--- src/sv/scpd_pkg.sv ---
// Types and constants shared by the packet deframer modules.
// Depends on nothing.
`default_nettype none

package scpd_pkg;

   localparam int MAX_PAYLOAD_DEFAULT = 32;
   localparam int QUEUE_DEPTH = 2;

   localparam int CSR_INDEX_W = 2;
   localparam int CSR_DATA_W  = 8;
   localparam int LEN_W       = 6;

   localparam logic [CSR_INDEX_W-1:0] CSR_FIRST_START  = 2'd0;
   localparam logic [CSR_INDEX_W-1:0] CSR_SECOND_START = 2'd1;
   localparam logic [CSR_INDEX_W-1:0] CSR_MAX_LENGTH   = 2'd2;

   localparam logic [7:0]       FIRST_START_RESET  = 8'd170;
   localparam logic [7:0]       SECOND_START_RESET = 8'd175;
   localparam logic [LEN_W-1:0] MAX_LENGTH_RESET   = 6'd30;

   typedef struct packed {
      logic       mode;
      logic [7:0] rx_byte;
   } req_type;

   typedef struct packed {
      logic             status;
      logic [7:0]       msg_id;
      logic [LEN_W-1:0] payload_length;
      logic             has_payload;
      logic [7:0]       payload_byte;
      logic             last;
   } rsp_type;

   // One finished frame handed from the parser to the emitter.
   typedef struct packed {
      logic             is_err;
      logic [7:0]       msg_id;
      logic [LEN_W-1:0] length;
   } cmd_type;

   // What the parser must know about the far side before it takes a byte.
   typedef struct packed {
      logic q_empty;
      logic q_full;
      logic back_idle;
   } hold_type;

   typedef enum logic [2:0] {
      PH_START1 = 3'd0,
      PH_START2 = 3'd1,
      PH_ID     = 3'd2,
      PH_LEN    = 3'd3,
      PH_DATA   = 3'd4,
      PH_SUM    = 3'd5
   } phase_type;

   typedef enum logic [1:0] {
      BK_IDLE   = 2'd0,
      BK_SINGLE = 2'd1,
      BK_READ   = 2'd2,
      BK_DATA   = 2'd3
   } back_state_type;

endpackage

`default_nettype wire

--- src/sv/sum_checksum_packet_deframer_core.sv ---
// Serial packet deframer with an 8-bit additive checksum. Each transfer on
// the req_ channel is one received byte (mode 0) or a receive timeout
// (mode 1). While a frame header is parsed the block takes one transfer per
// cycle. A payload byte waits until the emitter is idle and the command
// queue is empty, so that no earlier frame still needs the shared payload
// buffer, and a checksum byte waits only when the two-entry command queue is
// full. Results leave through a registered rsp_ output: one result for an
// empty packet or a checksum mismatch, otherwise one result per payload byte
// with last on the final one. For each payload byte the emitter first reads
// the byte from memory in its read state and then loads the output register
// in its data state; a single result is loaded from its own state once its
// command is taken. Once the last result is loaded the emitter returns to
// idle and can take a queued command in the following cycle. The payload
// buffer needs no clearing after reset.
// Depends on scpd_pkg and the parser, queue and emitter modules.
`default_nettype none

module sum_checksum_packet_deframer_core #(
   parameter int MAX_PAYLOAD = scpd_pkg::MAX_PAYLOAD_DEFAULT
) (
   input  wire                              clock,
   input  wire                              reset,
   input  wire                              csr_we,
   input  wire  [scpd_pkg::CSR_INDEX_W-1:0] csr_index,
   input  wire  [scpd_pkg::CSR_DATA_W-1:0]  csr_wdata,
   input  wire                              req_valid,
   output logic                             req_ready,
   input  scpd_pkg::req_type                req_data,
   output logic                             rsp_valid,
   input  wire                              rsp_ready,
   output scpd_pkg::rsp_type                rsp_data
);

   localparam int AW = (MAX_PAYLOAD > 1) ? $clog2(MAX_PAYLOAD) : 1;

   // Buffer write port from the parser to the emitter's memory.
   logic          wr_en;
   logic [AW-1:0] wr_addr;
   logic [7:0]    wr_data;

   // Command handoff through the queue.
   logic              push;
   logic              pop;
   scpd_pkg::cmd_type push_cmd;
   scpd_pkg::cmd_type head;
   scpd_pkg::hold_type hold;
   logic              q_empty;
   logic              q_full;
   logic              back_idle;

   assign hold.q_empty   = q_empty;
   assign hold.q_full    = q_full;
   assign hold.back_idle = back_idle;

   // The parser checks the start bytes, accumulates the checksum and stores
   // payload bytes; at the checksum byte it pushes a pass or fail command.
   scpd_parser #(
      .MAX_PAYLOAD(MAX_PAYLOAD)
   ) u_parser (
      .clock     (clock),
      .reset     (reset),
      .csr_we    (csr_we),
      .csr_index (csr_index),
      .csr_wdata (csr_wdata),
      .req_valid (req_valid),
      .req_ready (req_ready),
      .req_data  (req_data),
      .hold      (hold),
      .push      (push),
      .push_cmd  (push_cmd),
      .wr_en     (wr_en),
      .wr_addr   (wr_addr),
      .wr_data   (wr_data)
   );

   scpd_queue u_queue (
      .clock    (clock),
      .reset    (reset),
      .push     (push),
      .push_cmd (push_cmd),
      .pop      (pop),
      .head     (head),
      .empty    (q_empty),
      .full     (q_full)
   );

   // The emitter turns each command into results, reading payload bytes
   // back from the buffer in order of reception.
   scpd_emitter #(
      .MAX_PAYLOAD(MAX_PAYLOAD)
   ) u_emitter (
      .clock     (clock),
      .reset     (reset),
      .wr_en     (wr_en),
      .wr_addr   (wr_addr),
      .wr_data   (wr_data),
      .head      (head),
      .q_empty   (q_empty),
      .pop       (pop),
      .back_idle (back_idle),
      .rsp_valid (rsp_valid),
      .rsp_ready (rsp_ready),
      .rsp_data  (rsp_data)
   );

endmodule

`default_nettype wire

--- src/sv/scpd_parser.sv ---
// Front end: configuration registers and the frame parser state machine.
// Depends on scpd_pkg; writes the payload buffer and pushes frame commands.
`default_nettype none

module scpd_parser #(
   parameter int MAX_PAYLOAD = scpd_pkg::MAX_PAYLOAD_DEFAULT
) (
   input  wire                                  clock,
   input  wire                                  reset,
   input  wire                                  csr_we,
   input  wire  [scpd_pkg::CSR_INDEX_W-1:0]     csr_index,
   input  wire  [scpd_pkg::CSR_DATA_W-1:0]      csr_wdata,
   input  wire                                  req_valid,
   output logic                                 req_ready,
   input  scpd_pkg::req_type                    req_data,
   input  scpd_pkg::hold_type                   hold,
   output logic                                 push,
   output scpd_pkg::cmd_type                    push_cmd,
   output logic                                 wr_en,
   output logic [((MAX_PAYLOAD > 1) ? $clog2(MAX_PAYLOAD) : 1)-1:0] wr_addr,
   output logic [7:0]                           wr_data
);

   localparam int AW = (MAX_PAYLOAD > 1) ? $clog2(MAX_PAYLOAD) : 1;
   localparam int LW = scpd_pkg::LEN_W;
   localparam logic [7:0] MAX_P8 = 8'(MAX_PAYLOAD);

   logic [7:0]    first_ff;
   logic [7:0]    second_ff;
   logic [LW-1:0] maxlen_ff;

   scpd_pkg::phase_type phase_ff, phase_in;
   logic [7:0]    sum_ff, sum_in;
   logic [LW-1:0] cnt_ff, cnt_in;
   logic [7:0]    id_ff, id_in;
   logic [LW-1:0] len_ff, len_in;

   logic       accept;
   logic [7:0] c;
   logic [7:0] limit;

   always_ff @(posedge clock) begin
      if (reset) begin
         first_ff  <= scpd_pkg::FIRST_START_RESET;
         second_ff <= scpd_pkg::SECOND_START_RESET;
         maxlen_ff <= scpd_pkg::MAX_LENGTH_RESET;
      end else if (csr_we) begin
         case (csr_index)
            scpd_pkg::CSR_FIRST_START:  first_ff  <= csr_wdata;
            scpd_pkg::CSR_SECOND_START: second_ff <= csr_wdata;
            scpd_pkg::CSR_MAX_LENGTH:   maxlen_ff <= csr_wdata[LW-1:0];
            default: ;
         endcase
      end
   end

   always_ff @(posedge clock) begin
      if (reset) begin
         phase_ff <= scpd_pkg::PH_START1;
         sum_ff   <= '0;
         cnt_ff   <= '0;
         id_ff    <= '0;
         len_ff   <= '0;
      end else begin
         phase_ff <= phase_in;
         sum_ff   <= sum_in;
         cnt_ff   <= cnt_in;
         id_ff    <= id_in;
         len_ff   <= len_in;
      end
   end

   assign c      = req_data.rx_byte;
   assign accept = req_valid && req_ready;
   assign limit  = ({2'b00, maxlen_ff} > MAX_P8) ? MAX_P8 : {2'b00, maxlen_ff};

   // Payload bytes may only overwrite the buffer once the emitter has read
   // everything queued; a checksum byte needs a free queue slot.
   always_comb begin
      case (phase_ff)
         scpd_pkg::PH_DATA: req_ready = hold.back_idle && hold.q_empty;
         scpd_pkg::PH_SUM:  req_ready = !hold.q_full;
         default:           req_ready = 1'b1;
      endcase
   end

   always_comb begin
      phase_in        = phase_ff;
      sum_in          = sum_ff;
      cnt_in          = cnt_ff;
      id_in           = id_ff;
      len_in          = len_ff;
      push            = 1'b0;
      push_cmd.is_err = (sum_ff != c);
      push_cmd.msg_id = id_ff;
      push_cmd.length = len_ff;
      wr_en           = 1'b0;
      wr_addr         = AW'(cnt_ff);
      wr_data         = c;
      if (accept) begin
         if (req_data.mode) begin
            phase_in = scpd_pkg::PH_START1;
         end else begin
            case (phase_ff)
               scpd_pkg::PH_START1: begin
                  phase_in = (c == first_ff) ? scpd_pkg::PH_START2 : scpd_pkg::PH_START1;
                  sum_in   = c;
               end
               scpd_pkg::PH_START2: begin
                  phase_in = (c == second_ff) ? scpd_pkg::PH_ID : scpd_pkg::PH_START1;
                  sum_in   = sum_ff + c;
               end
               scpd_pkg::PH_ID: begin
                  id_in    = c;
                  sum_in   = sum_ff + c;
                  phase_in = scpd_pkg::PH_LEN;
               end
               scpd_pkg::PH_LEN: begin
                  if (c <= limit) begin
                     len_in   = c[LW-1:0];
                     cnt_in   = '0;
                     sum_in   = sum_ff + c;
                     phase_in = (c != 8'd0) ? scpd_pkg::PH_DATA : scpd_pkg::PH_SUM;
                  end else begin
                     phase_in = scpd_pkg::PH_START1;
                  end
               end
               scpd_pkg::PH_DATA: begin
                  wr_en  = ({2'b00, cnt_ff} < MAX_P8);
                  cnt_in = cnt_ff + 1'b1;
                  sum_in = sum_ff + c;
                  if (cnt_in >= len_ff) begin
                     phase_in = scpd_pkg::PH_SUM;
                  end
               end
               scpd_pkg::PH_SUM: begin
                  push     = 1'b1;
                  phase_in = scpd_pkg::PH_START1;
               end
               default: begin
                  phase_in = (c == first_ff) ? scpd_pkg::PH_START2 : scpd_pkg::PH_START1;
                  sum_in   = c;
               end
            endcase
         end
      end
   end

endmodule

`default_nettype wire

--- src/sv/scpd_queue.sv ---
// Short command queue between the parser and the emitter.
// Depends on scpd_pkg for the command type and the queue depth.
`default_nettype none

module scpd_queue (
   input  wire               clock,
   input  wire               reset,
   input  wire               push,
   input  scpd_pkg::cmd_type push_cmd,
   input  wire               pop,
   output scpd_pkg::cmd_type head,
   output logic              empty,
   output logic              full
);

   localparam int DEPTH = scpd_pkg::QUEUE_DEPTH;
   localparam int PW    = (DEPTH > 1) ? $clog2(DEPTH) : 1;
   localparam int CW    = $clog2(DEPTH + 1);

   scpd_pkg::cmd_type entries_ff [DEPTH];
   logic [PW-1:0] wr_ptr_ff, wr_ptr_in;
   logic [PW-1:0] rd_ptr_ff, rd_ptr_in;
   logic [CW-1:0] count_ff, count_in;
   logic          do_push, do_pop;

   assign empty   = (count_ff == '0);
   assign full    = (count_ff == CW'(DEPTH));
   assign do_push = push && !full;
   assign do_pop  = pop && !empty;
   assign head    = entries_ff[rd_ptr_ff];

   always_comb begin
      wr_ptr_in = wr_ptr_ff;
      rd_ptr_in = rd_ptr_ff;
      count_in  = count_ff;
      if (do_push) begin
         wr_ptr_in = (wr_ptr_ff == PW'(DEPTH - 1)) ? '0 : wr_ptr_ff + 1'b1;
      end
      if (do_pop) begin
         rd_ptr_in = (rd_ptr_ff == PW'(DEPTH - 1)) ? '0 : rd_ptr_ff + 1'b1;
      end
      if (do_push && !do_pop) begin
         count_in = count_ff + 1'b1;
      end else if (do_pop && !do_push) begin
         count_in = count_ff - 1'b1;
      end
   end

   always_ff @(posedge clock) begin
      if (reset) begin
         wr_ptr_ff <= '0;
         rd_ptr_ff <= '0;
         count_ff  <= '0;
      end else begin
         wr_ptr_ff <= wr_ptr_in;
         rd_ptr_ff <= rd_ptr_in;
         count_ff  <= count_in;
      end
   end

   always_ff @(posedge clock) begin
      if (do_push) begin
         entries_ff[wr_ptr_ff] <= push_cmd;
      end
   end

endmodule

`default_nettype wire

--- src/sv/scpd_emitter.sv ---
// Back end: payload buffer memory and the result sequencer with its
// output register. Depends on scpd_pkg.
`default_nettype none

module scpd_emitter #(
   parameter int MAX_PAYLOAD = scpd_pkg::MAX_PAYLOAD_DEFAULT
) (
   input  wire                clock,
   input  wire                reset,
   input  wire                wr_en,
   input  wire  [((MAX_PAYLOAD > 1) ? $clog2(MAX_PAYLOAD) : 1)-1:0] wr_addr,
   input  wire  [7:0]         wr_data,
   input  scpd_pkg::cmd_type  head,
   input  wire                q_empty,
   output logic               pop,
   output logic               back_idle,
   output logic               rsp_valid,
   input  wire                rsp_ready,
   output scpd_pkg::rsp_type  rsp_data
);

   localparam int AW = (MAX_PAYLOAD > 1) ? $clog2(MAX_PAYLOAD) : 1;
   localparam int LW = scpd_pkg::LEN_W;

   logic [7:0] mem [MAX_PAYLOAD];
   logic [7:0] rdata_ff;
   logic       rd_en;

   scpd_pkg::back_state_type state_ff, state_in;
   scpd_pkg::cmd_type cmd_ff, cmd_in;
   logic [LW-1:0] idx_ff, idx_in;

   logic              rsp_valid_ff;
   scpd_pkg::rsp_type rsp_data_ff, rsp_data_in;
   logic              load;
   logic              out_free;
   logic              is_last;

   always_ff @(posedge clock) begin
      if (wr_en) begin
         mem[wr_addr] <= wr_data;
      end
   end

   always_ff @(posedge clock) begin
      if (rd_en) begin
         rdata_ff <= mem[AW'(idx_ff)];
      end
   end

   assign out_free  = !rsp_valid_ff || rsp_ready;
   assign is_last   = ((idx_ff + 1'b1) == cmd_ff.length);
   assign back_idle = (state_ff == scpd_pkg::BK_IDLE);

   always_comb begin
      state_in    = state_ff;
      cmd_in      = cmd_ff;
      idx_in      = idx_ff;
      pop         = 1'b0;
      rd_en       = 1'b0;
      load        = 1'b0;
      rsp_data_in.status         = cmd_ff.is_err;
      rsp_data_in.msg_id         = cmd_ff.msg_id;
      rsp_data_in.payload_length = cmd_ff.length;
      rsp_data_in.has_payload    = 1'b0;
      rsp_data_in.payload_byte   = 8'd0;
      rsp_data_in.last           = 1'b1;
      case (state_ff)
         scpd_pkg::BK_IDLE: begin
            if (!q_empty) begin
               pop    = 1'b1;
               cmd_in = head;
               idx_in = '0;
               state_in = (head.is_err || head.length == '0) ?
                          scpd_pkg::BK_SINGLE : scpd_pkg::BK_READ;
            end
         end
         scpd_pkg::BK_SINGLE: begin
            if (out_free) begin
               load     = 1'b1;
               state_in = scpd_pkg::BK_IDLE;
            end
         end
         scpd_pkg::BK_READ: begin
            rd_en    = 1'b1;
            state_in = scpd_pkg::BK_DATA;
         end
         scpd_pkg::BK_DATA: begin
            rsp_data_in.status       = 1'b0;
            rsp_data_in.has_payload  = 1'b1;
            rsp_data_in.payload_byte = rdata_ff;
            rsp_data_in.last         = is_last;
            if (out_free) begin
               load = 1'b1;
               if (is_last) begin
                  state_in = scpd_pkg::BK_IDLE;
               end else begin
                  idx_in   = idx_ff + 1'b1;
                  state_in = scpd_pkg::BK_READ;
               end
            end
         end
         default: state_in = scpd_pkg::BK_IDLE;
      endcase
   end

   always_ff @(posedge clock) begin
      if (reset) begin
         state_ff     <= scpd_pkg::BK_IDLE;
         rsp_valid_ff <= 1'b0;
      end else begin
         state_ff <= state_in;
         if (load) begin
            rsp_valid_ff <= 1'b1;
         end else if (rsp_ready) begin
            rsp_valid_ff <= 1'b0;
         end
      end
   end

   always_ff @(posedge clock) begin
      cmd_ff <= cmd_in;
      idx_ff <= idx_in;
      if (load) begin
         rsp_data_ff <= rsp_data_in;
      end
   end

   assign rsp_valid = rsp_valid_ff;
   assign rsp_data  = rsp_data_ff;

endmodule

`default_nettype wire

--- config.mk ---
export PLATFORM = sky130hd
export DESIGN_NAME = sum_checksum_packet_deframer_core
export DESIGN_NICKNAME = d
export VERILOG_FILES = /design/src/sv/scpd_pkg.sv /design/src/sv/sum_checksum_packet_deframer_core.sv /design/src/sv/scpd_parser.sv /design/src/sv/scpd_queue.sv /design/src/sv/scpd_emitter.sv
export SDC_FILE = /design/constraint.sdc
export NUM_CORES = 1
export LEC_CHECK = 0
export ABC_AREA = 1
export BUFFER_PORTS_ARGS = -buffer_cell sky130_fd_sc_hd__buf_4
export CORE_MARGIN = 10
export CORE_UTILIZATION = 45
export DETAILED_ROUTE_END_ITERATION = 8
export PLACE_DENSITY = 0.7
export SLEW_MARGIN = 20
export SYNTH_ARGS = -nofsm -noshare
export SYNTH_HDL_FRONTEND = slang
export SYNTH_SLANG_ARGS = --single-unit
--- constraint.sdc ---
create_clock -name clock -period 4.19 [get_ports clock]
set_input_delay 0.2095 -clock clock [delete_from_list [all_inputs] [get_ports clock]]
set_output_delay 0.2095 -clock clock [all_outputs]
set_load 0.005 [all_outputs]
==> results.toml <==
[run_status]
outcome = "finished, final reports clean"

[logic_synthesis]
post_synth.cell_area_avg_um2 = 11.4
ys.warnings.count = 0
synth_edf_count = 340
synth-seq-cells = 401
synth.net_count = 1513
ys.flop_type = "edfxtp_1"
synth-async-reset-ratio_pct = 0
synth_area_um2 = 16700
syn_inst = 1463
synth_cell_types = 42
ys_seq_area_share_pct = 68.5

[place]
port_buffers = 50
gp_congestion = 0.832
dp.final_hpwl_mm = 24.2
placed_area_um2 = 17500
dp_slack_ns = 1.49

[sta]
setup_viol_count_final = 0
fin_setup_tns_ns = 0
worstMarginPinSlew_ns = 0.891
fin_ws_ns = 1.52
hold_slack_ns = 0.0267
fin_crit_ns = 2.67
period_share_pct = 63.7
rsz0062_at_grt = "false"
skew_ns = 0.0180
hold_viol = 0
slew_headroom_pct = 40.4
fmax_mhz = 375
finalMaxSlewViolations = 0

[global_routing]
grt_pass1_vias = 10917
grt_pass1_wl_mm = 61.3
grt_overflow = 0
track_usage_pct = 17.3
grt_max_degree = 141
antenna_found_initial = 0

[run]
max_cap_viol_count = 0

[floorplan]
die_x_um = 213
core_area_um2 = 36600
rows = 70
ioPinCount = 51
die-area_um2 = 45200
die_h_um = 213
start_util_pct = 45.6

[cts]
cts-root-buf = "clkbuf_16"
cts_tree = "yes"
cts_setup_buffers = 0
cts_resized = 0
htree_levels = 2
cts_buffers = 42
clock_sinks = 401
clockBufferDepth = 3
hold_buffers = 11
clk_latency_ns = 0.54
path_clk_slew_ns = 0.06

[drt]
wl_per_cell_um = 19.4
drtIter0Drc = 1046
ant_nets = 0
drt-total-wl_mm = 39.1
dr.pass1.iters = 5
avgViaCountPerCell = 5.55
via_count = 11174
drc = 0

[cells_and_area]
fin_area_um2 = 18800
diodes = 0
areaGrowthSynthToFinish_pct = 13.0
n_fill_cell = 3138
mostFrequentLayoutCell = "edfxtp_1"
drive_gt1_share_pct = 9.13
fin_nets = 1561
layout_common_cells = "edfxtp_1 (340), nor2_1 (232), nand2_1 (187)"
fin_util_pct = 51.5

[setup_path]
start_kind = "flop"
path_cells = "buf_12 -> ha_1 -> nand3_1 -> nand2_1 -> nand3_1 -> nand2_1 -> nor2_1 -> nand3_1 -> nand2_1 -> a21oi_1"
slowest_stage = "a21oi_1"
cp_max_fo = 140
slowest_delay_ns = 0.48
end_kind = "flop"
crit_arrival_ns = 2.84
setup.worst_path.class = "reg2reg"
worst_ep_required_time_ns = 4.36

[power]
p_leak_nw = 6.77
pwr_density_cell_nw_per_um2 = 587
max-vdd-ir-drop_uv = 286

[min_path]
hold_class = "in2reg"
## worst paths after layout
| kind | depth (start not counted) | to | slack, ns | startpoint |
|---|---|---|---|---|
| setup / recovery | 10 | u_emitter.idx_ff[0] | 1.52 | u_emitter.idx_ff[0] |
| hold / removal | 4 | u_parser.first_ff[5] | 0.03 | csr_index[1] |
| setup reg to reg | 10 | u_emitter.idx_ff[0] | 1.52 | u_emitter.idx_ff[0] |
| hold reg to reg | 0 | u_emitter.rsp_data[19] | 0.42 | u_emitter.cmd_ff[9] |
## sequential cells by signal, indices dropped and copies added, names as in the netlist, 8 cells and up, named ones only
| register | count |
|---|---|
| u_parser.sum_ff | 8 |
| u_queue.entries_ff | 30 |
| u_emitter.rdata_ff | 8 |
| u_emitter.mem | 256 |
| u_parser.id_ff | 8 |
| u_parser.first_ff | 8 |
| u_emitter.rsp_data | 25 |
| u_parser.second_ff | 8 |
| u_emitter.cmd_ff | 15 |
## cell type report
type	count	area [um^2]	area share [%]
clock buffers	60	1160	6.16
clock inverters	17	116	0.618
inverters	94	353	1.87
multi-input cells	895	4570	24.2
flip-flops and latches	401	11400	60.7
well taps	468	586	3.11
repair buffers	77	631	3.35
## critical path: cells and delay by family, from the launching register on
kind / cells / cell delay (ns)
AO/OA/AOI/OAI: 1 / 0.48
adder cells (fa/ha/maj): 1 / 0.34
buffers and inverters: 1 / 0.43
flip-flops: 1 / 0.40
AND/OR/NAND/NOR: 7 / 0.64
## per-stage QoR
stage                     total power, mW  instances
final                                11.1       2012
after global routing                 11.6       2012
after CTS                            11.1       2012
after detailed placement             7.63       1924
after global placement               7.60       1924
after floorplan                      6.73       1463
## kinds of logic after synthesis
group	synth area share, %
buffers and inverters	4.09
adder cells (fa/ha/maj)	2.00
AND/OR/NAND/NOR	13.2
flip-flops	68.5
XOR/XNOR	0.893
AO/OA/AOI/OAI	11.2
## power by group
| part | leakage [nW] | internal, mW | switching, mW |
|---|---|---|---|
| Sequential | 3.58 | 4.65 | 0.187 |
| Combinational | 2.57 | 0.853 | 1.90 |
| Clock | 0.612 | 1.99 | 1.47 |
## Yosys cell counts, types with 10 or more instances
cell type / number / area (um^2)
nand3_1: 71 / 355
edfxtp_1: 340 / 10200
a21oi_1: 59 / 295
nand2_1: 187 / 702
ha_1: 25 / 313
nand4_1: 11 / 68.8
inv_1: 89 / 334
dfxtp_1: 61 / 1220
clkbuf_1: 52 / 195
o221ai_1: 46 / 403
o21ai_0: 178 / 891
xnor2_1: 10 / 87.6
nor2_1: 233 / 875
buf_2: 11 / 55.1
o22ai_1: 17 / 106
## per-layer routing
metal	routed length (um)	GRT usage [%]	part of all wire, %	vias to the layer above
li1	-	-	-	5306
met3	2500	2.74	6.4	77
met4	1020	6.08	2.6	0
met1	16800	23.4	43	5388
met5	0	0	0	-
met2	18800	27.8	48	403
No activity file was read; power rests on OpenSTA's default activity.
